`src/hdl/hsvrgb_pkg.sv`:
```
// Package with the pixel word types and hue sector codes of the HSV to RGB converter.
`default_nettype none

package hsvrgb_pkg;

  // Input word: one HSV pixel.
  typedef struct packed {
    logic [15:0] hue;
    logic [7:0]  saturation;
    logic [7:0]  brightness;
  } hsv_t;

  // Output word: one RGB pixel.
  typedef struct packed {
    logic [7:0] red;
    logic [7:0] green;
    logic [7:0] blue;
  } rgb_t;

  // Hue sector, the integer part of hue times six.
  typedef logic [2:0] sector_t;

  localparam sector_t SECTOR_RED_YELLOW     = 3'd0;
  localparam sector_t SECTOR_YELLOW_GREEN   = 3'd1;
  localparam sector_t SECTOR_GREEN_CYAN     = 3'd2;
  localparam sector_t SECTOR_CYAN_BLUE      = 3'd3;
  localparam sector_t SECTOR_BLUE_MAGENTA   = 3'd4;
  localparam sector_t SECTOR_MAGENTA_RED    = 3'd5;

  // Full scale of an 8-bit colour code.
  localparam logic [7:0] FULL_SCALE = 8'd255;
  // Rounding offset for a division by full scale.
  localparam logic [16:0] ROUND_HALF = 17'd127;

endpackage

`default_nettype wire

```
`src/hdl/hsv_to_rgb_converter_core.sv`:
```
// Pipelined HSV to RGB pixel converter, one pixel per clock.
//
// Usage:
//   A word is taken on hsv at each rising edge where start is high and busy is
//   low. busy is never raised: the pipeline takes a new word every cycle.
//   Each result appears on rgb for exactly one cycle with done high; the
//   receiver cannot stall, so a result must be captured in that cycle.
//
// Pipeline:
//   Throughput is one word per cycle. The four register stages are: hue
//   times six, the 16 by 8 fraction times saturation product, the three 8 by
//   8 products of brightness with the helper levels, and the rounding divide
//   by 255 with the sector select into the output register.
//
// Reset:
//   rst is synchronous and active high. It clears the stage valid bits and
//   done, so words in flight are dropped; no result is given for them.
//   The data registers and rgb are not reset.
`default_nettype none

module hsv_to_rgb_converter_core
  import hsvrgb_pkg::*;
(
  input  wire  logic clk,
  input  wire  logic rst,
  input  wire  logic start,
  output logic       busy,
  input  wire  hsv_t hsv,
  output logic       done,
  output rgb_t       rgb
);

  // Rounded division of a product by 255, exact over the whole product range.
  function automatic logic [7:0] div255_round(input logic [15:0] x);
    logic [16:0] y;
    logic [16:0] z;
    y = {1'b0, x} + ROUND_HALF;
    z = y + {8'd0, y[16:8]} + 17'd1;
    return z[15:8];
  endfunction

  // Stage valid bits.
  logic v1;
  logic v2;
  logic v3;

  // Stage 1: hue times six.
  logic [18:0] h6;
  logic [7:0]  s1_sat;
  logic [7:0]  s1_val;

  // Stage 2: sector and scaled fraction.
  sector_t     s2_sector;
  logic [7:0]  s2_fs;
  logic [7:0]  s2_sat;
  logic [7:0]  s2_val;
  logic [23:0] fs_prod;

  // Stage 3: brightness times each helper level.
  sector_t     s3_sector;
  logic [7:0]  s3_val;
  logic [15:0] p_prod;
  logic [15:0] q_prod;
  logic [15:0] t_prod;
  logic [7:0]  lvl_p;
  logic [7:0]  lvl_q;
  logic [8:0]  lvl_t_wide;

  // Stage 4: divided levels and the output word.
  logic [7:0]  p_lvl;
  logic [7:0]  q_lvl;
  logic [7:0]  t_lvl;
  rgb_t        rgb_next;

  assign busy = 1'b0;

  // Valid bits move one stage per cycle.
  always_ff @(posedge clk) begin
    if (rst) begin
      v1   <= 1'b0;
      v2   <= 1'b0;
      v3   <= 1'b0;
      done <= 1'b0;
    end else begin
      v1   <= start && !busy;
      v2   <= v1;
      v3   <= v2;
      done <= v3;
    end
  end

  // Stage 1 register: hue times six as a shift and add.
  always_ff @(posedge clk) begin
    h6     <= {1'b0, hsv.hue, 2'b00} + {2'b00, hsv.hue, 1'b0};
    s1_sat <= hsv.saturation;
    s1_val <= hsv.brightness;
  end

  // Stage 2 register: fraction times saturation, top eight bits kept.
  assign fs_prod = h6[15:0] * s1_sat;

  always_ff @(posedge clk) begin
    s2_sector <= sector_t'(h6[18:16]);
    s2_fs     <= fs_prod[23:16];
    s2_sat    <= s1_sat;
    s2_val    <= s1_val;
  end

  // Stage 3 register: helper levels times brightness.
  assign lvl_p      = FULL_SCALE - s2_sat;
  assign lvl_q      = FULL_SCALE - s2_fs;
  assign lvl_t_wide = {1'b0, lvl_p} + {1'b0, s2_fs};

  always_ff @(posedge clk) begin
    s3_sector <= s2_sector;
    s3_val    <= s2_val;
    p_prod    <= s2_val * lvl_p;
    q_prod    <= s2_val * lvl_q;
    t_prod    <= s2_val * lvl_t_wide[7:0];
  end

  // Stage 4: round to the nearest code and order the channels by sector.
  assign p_lvl = div255_round(p_prod);
  assign q_lvl = div255_round(q_prod);
  assign t_lvl = div255_round(t_prod);

  always_comb begin
    case (s3_sector)
      SECTOR_RED_YELLOW:   rgb_next = '{red: s3_val, green: t_lvl,  blue: p_lvl};
      SECTOR_YELLOW_GREEN: rgb_next = '{red: q_lvl,  green: s3_val, blue: p_lvl};
      SECTOR_GREEN_CYAN:   rgb_next = '{red: p_lvl,  green: s3_val, blue: t_lvl};
      SECTOR_CYAN_BLUE:    rgb_next = '{red: p_lvl,  green: q_lvl,  blue: s3_val};
      SECTOR_BLUE_MAGENTA: rgb_next = '{red: t_lvl,  green: p_lvl,  blue: s3_val};
      default:             rgb_next = '{red: s3_val, green: p_lvl,  blue: q_lvl};
    endcase
  end

  always_ff @(posedge clk) begin
    rgb <= rgb_next;
  end

  // Every accepted word gives a result.
  a_latency: assert property (@(posedge clk) disable iff (rst)
    (start && !busy) |-> ##4 done)
    else $error("accepted word gave no result after four cycles");

  // No result appears without a matching accepted word.
  a_no_spurious: assert property (@(posedge clk) disable iff (rst)
    done |-> $past(start && !busy, 4))
    else $error("result without a matching accepted word");

  // Zero saturation gives a grey pixel at the input brightness.
  a_grey: assert property (@(posedge clk) disable iff (rst)
    (start && !busy && hsv.saturation == 8'd0) |-> ##4
      (rgb.red == $past(hsv.brightness, 4) && rgb.green == $past(hsv.brightness, 4)
       && rgb.blue == $past(hsv.brightness, 4)))
    else $error("grey pixel not converted to equal channels");

endmodule

`default_nettype wire
```
`config.mk`:
```
export PLATFORM = sky130hd
export DESIGN_NAME = hsv_to_rgb_converter_core
export DESIGN_NICKNAME = d
export VERILOG_FILES = /design/src/hdl/hsvrgb_pkg.sv /design/src/hdl/hsv_to_rgb_converter_core.sv
export SDC_FILE = /design/constraint.sdc
export NUM_CORES = 1
export LEC_CHECK = 0
export BUFFER_PORTS_ARGS = -buffer_cell sky130_fd_sc_hd__buf_4
export CAP_MARGIN = 20
export CORE_ASPECT_RATIO = 1.25
export CORE_MARGIN = 2
export CORE_UTILIZATION = 50
export CTS_CLUSTER_DIAMETER = 120
export DETAILED_ROUTE_END_ITERATION = 16
export GPL_TIMING_DRIVEN = 0
export PLACE_DENSITY = 0.67
export SLEW_MARGIN = 20
export SYNTH_ARGS = -nofsm -noshare
export SYNTH_HDL_FRONTEND = slang
export SYNTH_SLANG_ARGS = --single-unit
```
`constraint.sdc`:
```
create_clock -name clk -period 15.5 [get_ports clk]
set_input_delay 3.1 -clock clk [delete_from_list [all_inputs] [get_ports clk]]
set_output_delay 3.1 -clock clk [all_outputs]
set_load 0.05 [all_outputs]
```
==> key figures, run 1 <==
Floorplan
  • Core area: approximately 0.032 mm2
  • IO Pins: 61
  • Rows: 74
  • DIE AREA: 0.0341 mm2
  • Starting Density: 0.504
  • DIE WIDTH: 166 um
  • Die H: about 210 um

Routing
  • Initial drt markers: 632
  • Total length of routed met3 wires: 1520 um
  • Final WL: 38200 um
  • DRC viols: 0
  • Met2 WL: 20000 um
  • DR top layer: met5
  • DRT Pass-1 Iters: 5
  • Antenna-violating nets left: 0
  • Routed WL per cell: about 17 um
  • Via density: 5.41
  • Met1 wire length: 14600 um
  • Via Count: between 10000 and 15000

Cells and area
  • Final net count: 2304
  • Share of layout cells above drive strength 1: 0.0670
  • Finished Layout Cells: between 2000 and 2500
  • Antenna diodes: 0
  • Area delta synth->final: 9.74%
  • Fill cells: 2986

Timing
  • Layout Skew: 8.64 ps
  • Pins Over Slew Limit: 0
  • Worst relative slew slack: 0.431
  • Final Hold Viols: 0
  • Worst Tran Pin Value: roughly 850 ps
  • Sum Neg Setup Slack: 0 ps
  • Fmax: 152 MHz
  • Crit path time final: 6590 ps
  • Unrepaired setup endpoints after global routing: false
  • # setup viols final: 0
  • Period utilization: 0.425

Setup path
  • Crit path cell chain: inv_1 -> ha_1 -> a21o_1 -> a21oi_1 -> o21bai_1 -> a21oi_1 -> o21bai_1 -> a21oi_1 -> xnor2_1 -> nand2_1 -> fa_1 -> fa_1 -> inv_1 -> fa_1 -> inv_1 -> fa_1 -> inv_1 -> ha_1 -> a21boi_0 -> o21ai_0 -> a21oi_1 -> a41oi_1 -> a21oi_1 -> xnor2_1
  • Critical path peak fanout: 8
  • Worst setup EP type: flip-flop
  • Max stage delay on crit path: just under 700 ps
  • Crit path required time: 15860 ps
  • Critical path type: reg2reg
  • Cell repeated most along the worst path: a21oi_1
  • Crit path launch type: flip-flop
  • Slowest CP cell: dfxtp_1
  • Worst EP arrival: 6950 ps

Placed design
  • RD Place Congestion: around 0.92
  • Number of port buffers: between 50 and 60
  • Placed cells: 2282
  • Hpwl dp: 31300 um

Global routing
  • Antenna violations before repair: 1
  • Global-route wire length before repair: 64000 um
  • Remaining Overflow, GRT: 0
  • Gr usage total: 0.235
  • Largest net degree at the start of global routing: 17
  • Vias in the first global route: 13100

CTS
  • Post-CTS sizing: 0
  • CTS clk-pin slew, worst paths: 60 ps
  • Root buffer cell: clkbuf_16
  • Hold_buf cts: 0
  • Maximum buffer depth of the clock tree: 2
  • Count of clock tree sinks: approximately 150
  • # Post-CTS Setup Buffers: 0
  • CTS H-tree depth: 4
  • Clk Latency, worst-skew pair: 450 ps
  • CTS tree: done
  • Total CTS buffers: 17

Yosys
  • Ys flop type: dfxtp_1
  • Ys async rst share: 0
  • Cell Area, Synth: 0.0163 mm2
  • Register area share after synthesis: 0.181
  • Avg Cell Area, Syn: 9.05 um2
  • Synth Register Bits: 148
  • Synth cell types: 88
  • Syn nets: 2226
  • Ys Warns: 0
  • Synth Instances: between 1500 and 2000
  • Post-synth EDFFs: 0

Job
  • MaxCap Viol Count: 0

Run status
  • Outcome: complete, no violations

Min path
  • Hold WC Path Type: reg2reg
==> worst paths after layout <==
path,from,to,slack [ps],depth (start not counted)
worst min-delay path,s1_val[0],s2_val[0],330,0
worst max register to register,s2_sat[1],t_prod[15],8910,24
worst max-delay path,s2_sat[1],t_prod[15],8910,24
worst min register to register,s1_val[0],s2_val[0],330,0
==> registers in the layout, indices dropped and copies added (netlist names), 3 cells and up <==
register	count
s1_sat	8
s3_val	8
s2_fs	8
s2_sat	8
t_prod	16
s1_val	8
q_prod	16
rgb	24
h6	18
p_prod	16
s2_sector	3
s3_sector	3
s2_val	8
==> worst max-delay path, delay by kind of cell, from the launching register on <==
family / cells / cell delay (ps)
simple gates: 1 / 170
fa+ha+maj: 6 / 2770
buf+inv: 4 / 390
compound gates: 11 / 2000
flops: 1 / 680
xor+xnor: 2 / 490
==> metrics by stage <==
step	setup WS (ps)	cell area, um2	utilization	hold slack [ps]
2_1_floorplan	9930	16300	-	310
3_3_place_gp	9080	17300	0.534	312
3_5_place_dp	9020	17300	0.534	312
4_1_cts	8980	17900	0.553	327
5_1_grt	8490	17900	0.553	332
6_report	8910	17900	0.553	326
==> cells by family (layout without fill, tap and decap cells) <==
group,count (synthesis),after routing,synth area share
simple gates,613,613,0.199
fa+ha+maj,386,386,0.382
buf+inv,307,397,0.0713
compound gates,234,234,0.103
flops,148,148,0.181
xor+xnor,110,110,0.0595
mux,6,6,0.00383
other cells,1,1,0.000230
==> cell usage in the layout (no fill, tap or decap), types with 33 or more instances in the layout <==
cell type and n:
xor2_1 33, dfxtp_1 148, ha_1 199, a21oi_1 53, buf_4 60, o21ai_0 42, nor2b_1 96, xnor2_1 76
nor2_1 66, and2_1 110, inv_1 265, nand2b_1 43, nand2_1 180, clkbuf_1 39, fa_1 187
==> per-layer routing <==
layer	vias to the layer above	track usage
met2	328	0.443
met3	131	0.0358
met1	6018	0.249
met4	2	0.137
li1	6041	-
met5	-	0
==> Yosys cell counts (6+ instances only) <==
library cell,count,share of area
a31oi_1,10,0.0038
a21boi_0,6,0.0028
or2_2,8,0.0031
a21oi_1,53,0.016
fa_1,187,0.23
inv_1,265,0.061
o21a_1,13,0.0060
nand2_1,180,0.041
xor2_1,33,0.018
nor4_1,6,0.0023
dfxtp_1,148,0.18
o21ai_0,42,0.013
nor3_1,30,0.0092
xnor2_1,76,0.041
and3_1,6,0.0023
nand4_1,9,0.0034
o21bai_1,8,0.0037
or3_1,10,0.0038
ha_1,199,0.15
clkbuf_1,38,0.0087
nand2b_1,43,0.016
nand3_1,24,0.0074
nor2b_1,96,0.037
a21o_1,12,0.0055
and2_1,110,0.042
a211oi_1,14,0.0064
o211ai_1,9,0.0041
nor2_1,66,0.015
==> cell type report <==
cell class / instances / area (um2) / share of cell area
Buffer: 41 / 166 / 0.00929
Clock buffer: 18 / 429 / 0.0239
Clock inverter: 13 / 195 / 0.0109
Inverter: 266 / 998 / 0.0557
Multi-Input combinational cell: 1350 / 12200 / 0.681
Sequential cell: 148 / 2960 / 0.165
Tap cell: 418 / 523 / 0.0292
Timing Repair Buffer: 59 / 443 / 0.0247
Power of run 1 is not shown: default switching activity piles up to over one toggle a cycle in this logic, so the estimate is an artifact.
==> run 2, diff against run 1 <==
--- a/config.mk
+++ b/config.mk
@@ -13,7 +13,7 @@
 export CTS_CLUSTER_DIAMETER = 120
 export DETAILED_ROUTE_END_ITERATION = 16
 export GPL_TIMING_DRIVEN = 0
-export PLACE_DENSITY = 0.67
+export PLACE_DENSITY = 0.69
 export SLEW_MARGIN = 20
 export SYNTH_ARGS = -nofsm -noshare
 export SYNTH_HDL_FRONTEND = slang
==> constraint.sdc (replaced) <==
create_clock -name clk -period 5.68 [get_ports clk]
set_input_delay 1.136 -clock clk [delete_from_list [all_inputs] [get_ports clk]]
set_output_delay 1.136 -clock clk [all_outputs]
set_load 0.05 [all_outputs]
==> key figures, run 2 (synthesized netlist as in run 1, its figures left out) <==
Setup path
  • Max stage delay on crit path: ~540 ps
  • Crit path launch type: flip-flop
  • Critical path type: reg2reg
  • Worst EP arrival: 5780 ps
  • Worst setup EP type: flip-flop
  • Crit path cell chain: inv_2 -> ha_1 -> inv_1 -> fa_1 -> inv_1 -> a21oi_1 -> o21bai_2 -> a21o_1 -> a21oi_1 -> xnor2_2 -> buf_4 -> and2_1 -> fa_1 -> fa_1 -> fa_1 -> inv_1 -> fa_1 -> inv_1 -> ha_1 -> o21ai_2 -> a21oi_2 -> a41oi_2 -> nor2b_4 -> xnor2_1
  • Cell repeated most along the worst path: fa_1
  • Slowest CP cell: fa_1
  • Crit path required time: between 6000 and 7000 ps
  • Critical path peak fanout: 7

Timing
  • Period utilization: 0.961
  • Fmax: 183 MHz
  • Final Hold Viols: 0
  • Pins Over Slew Limit: 0
  • # setup viols final: 0
  • Crit path time final: roughly 5500 ps
  • Worst relative slew slack: 0.401
  • Unrepaired setup endpoints after global routing: false
  • Sum Neg Setup Slack: 0 ps
  • Layout Skew: 7.46 ps
  • Worst Tran Pin Value: around 900 ps

Cells and area
  • Max FFs per register: 24
  • Biggest register: rgb
  • Area delta synth->final: 10.8%
  • Finished Layout Cells: 2320
  • Final net count: 2310
  • Commonest non-fill, non-tap cell in the layout: inv_1
  • Share of layout cells above drive strength 1: 0.0904
  • Fill cells: 2927
  • Antenna diodes: 0
  • Most frequent cells in the layout: inv_1 (263), ha_1 (197), fa_1 (187)
  • Biggest regs: rgb: 24 flops, h6: 18 flops

CTS
  • Maximum buffer depth of the clock tree: 2
  • Count of clock tree sinks: 148
  • Root buffer cell: clkbuf_16
  • Clk Latency, worst-skew pair: 440 ps
  • CTS clk-pin slew, worst paths: 60 ps
  • CTS tree: done
  • CTS H-tree depth: 4
  • Total CTS buffers: 17

Floorplan
  • Core area: 0.0324 mm2
  • IO Pins: between 60 and 70
  • DIE AREA: 0.0341 mm2
  • Die H: around 210 um
  • Rows: 74
  • DIE WIDTH: 166 um
  • Starting Density: 0.504

Placed design
  • Number of port buffers: slightly below 60
  • Hpwl dp: 31700 um
  • RD Place Congestion: 0.923
  • Placed cells: 2282

Global routing
  • Largest net degree at the start of global routing: 17
  • Gr usage total: 0.236
  • Antenna violations before repair: 0
  • Global-route wire length before repair: 64900 um
  • Vias in the first global route: 13500
  • Remaining Overflow, GRT: 0

Run status
  • Outcome: complete, no violations

Routing
  • DRC viols: 0
  • Final WL: 38400 um
  • Routed WL per cell: ~17 um
  • Via density: 5.46
  • Antenna-violating nets left: 0
  • Via Count: 12700
  • DRT Pass-1 Iters: 5
  • Initial drt markers: approximately 570

Job
  • MaxCap Viol Count: 0

Min path
  • Hold WC Path Type: reg2reg
## run 2: changes by cell type in the layout (fill, tap and decap cells not counted), moves of 5 or more
cell / previous run / this run
dfxtp_4: 0 / 5
buf_4: 60 / 66
a21oi_2: 0 / 7
clkbuf_2: 0 / 5
a21oi_1: 53 / 46
dfxtp_2: 0 / 5
dfxtp_1: 148 / 138
## run 2: layer usage
metal / vias to the layer above / global-route usage / part of all wire
li1: 6052 / - / -
met1: 6137 / 0.254 / 0.38
met2: 359 / 0.441 / 0.52
met3: 121 / 0.0299 / 0.038
met4: 0 / 0.147 / 0.060
met5: - / 0 / 0
## run 2: stage by stage
step           cell area [um2]  hold WS (ps)  worst slack (ps)   util
2_1_floorplan            16300           310               105      -
3_3_place_gp             17300           311              -610  0.534
6_report                 18100           323               220  0.558
3_5_place_dp             17300           313              -723  0.534
5_1_grt                  18100           331              3.20  0.558
4_1_cts                  18000           325             -20.5  0.554
## run 2: worst max-delay path: cells and delay by family (launching register included)
kind | cells | cell delay (ps)
DFF | 1 | 350
adders and majority gates | 7 | 2960
AOI/OAI and AO/OA | 7 | 940
and+or+nand+nor | 2 | 330
xor gates and xnor gates | 2 | 290
buffers and inverters | 6 | 480
## run 2: area by class of cell
class / instances / area [um2] / share of cell area
multi-input combinational: 1350 / 12300 / 0.682
buffer: 41 / 173 / 0.00954
tap: 418 / 523 / 0.0289
clock inverter: 13 / 150 / 0.00830
inverter: 266 / 998 / 0.0552
sequential: 148 / 2990 / 0.165
timing repair buffer: 65 / 488 / 0.0270
clock buffer: 19 / 433 / 0.0239
## run 2: final timing paths
path,startpoint,to,slack [ps],cells after the start
worst max-delay path,s2_sat[0],t_prod[13],220,24
worst min-delay path,h6[18],s2_sector[2],320,0
worst max register to register,s2_sat[0],t_prod[13],220,24
worst min register to register,h6[18],s2_sector[2],320,0
## run 2: repair_timing
item,CTS,global route
hold endpoints to repair,0,0
hold buffers,0,0
resized for setup,21,31
buffers inserted,2,4
gates cloned,0,0
endpoints found under the setup margin,10,9
pin swaps,3,13
Power of run 2 is left out for the same reason.
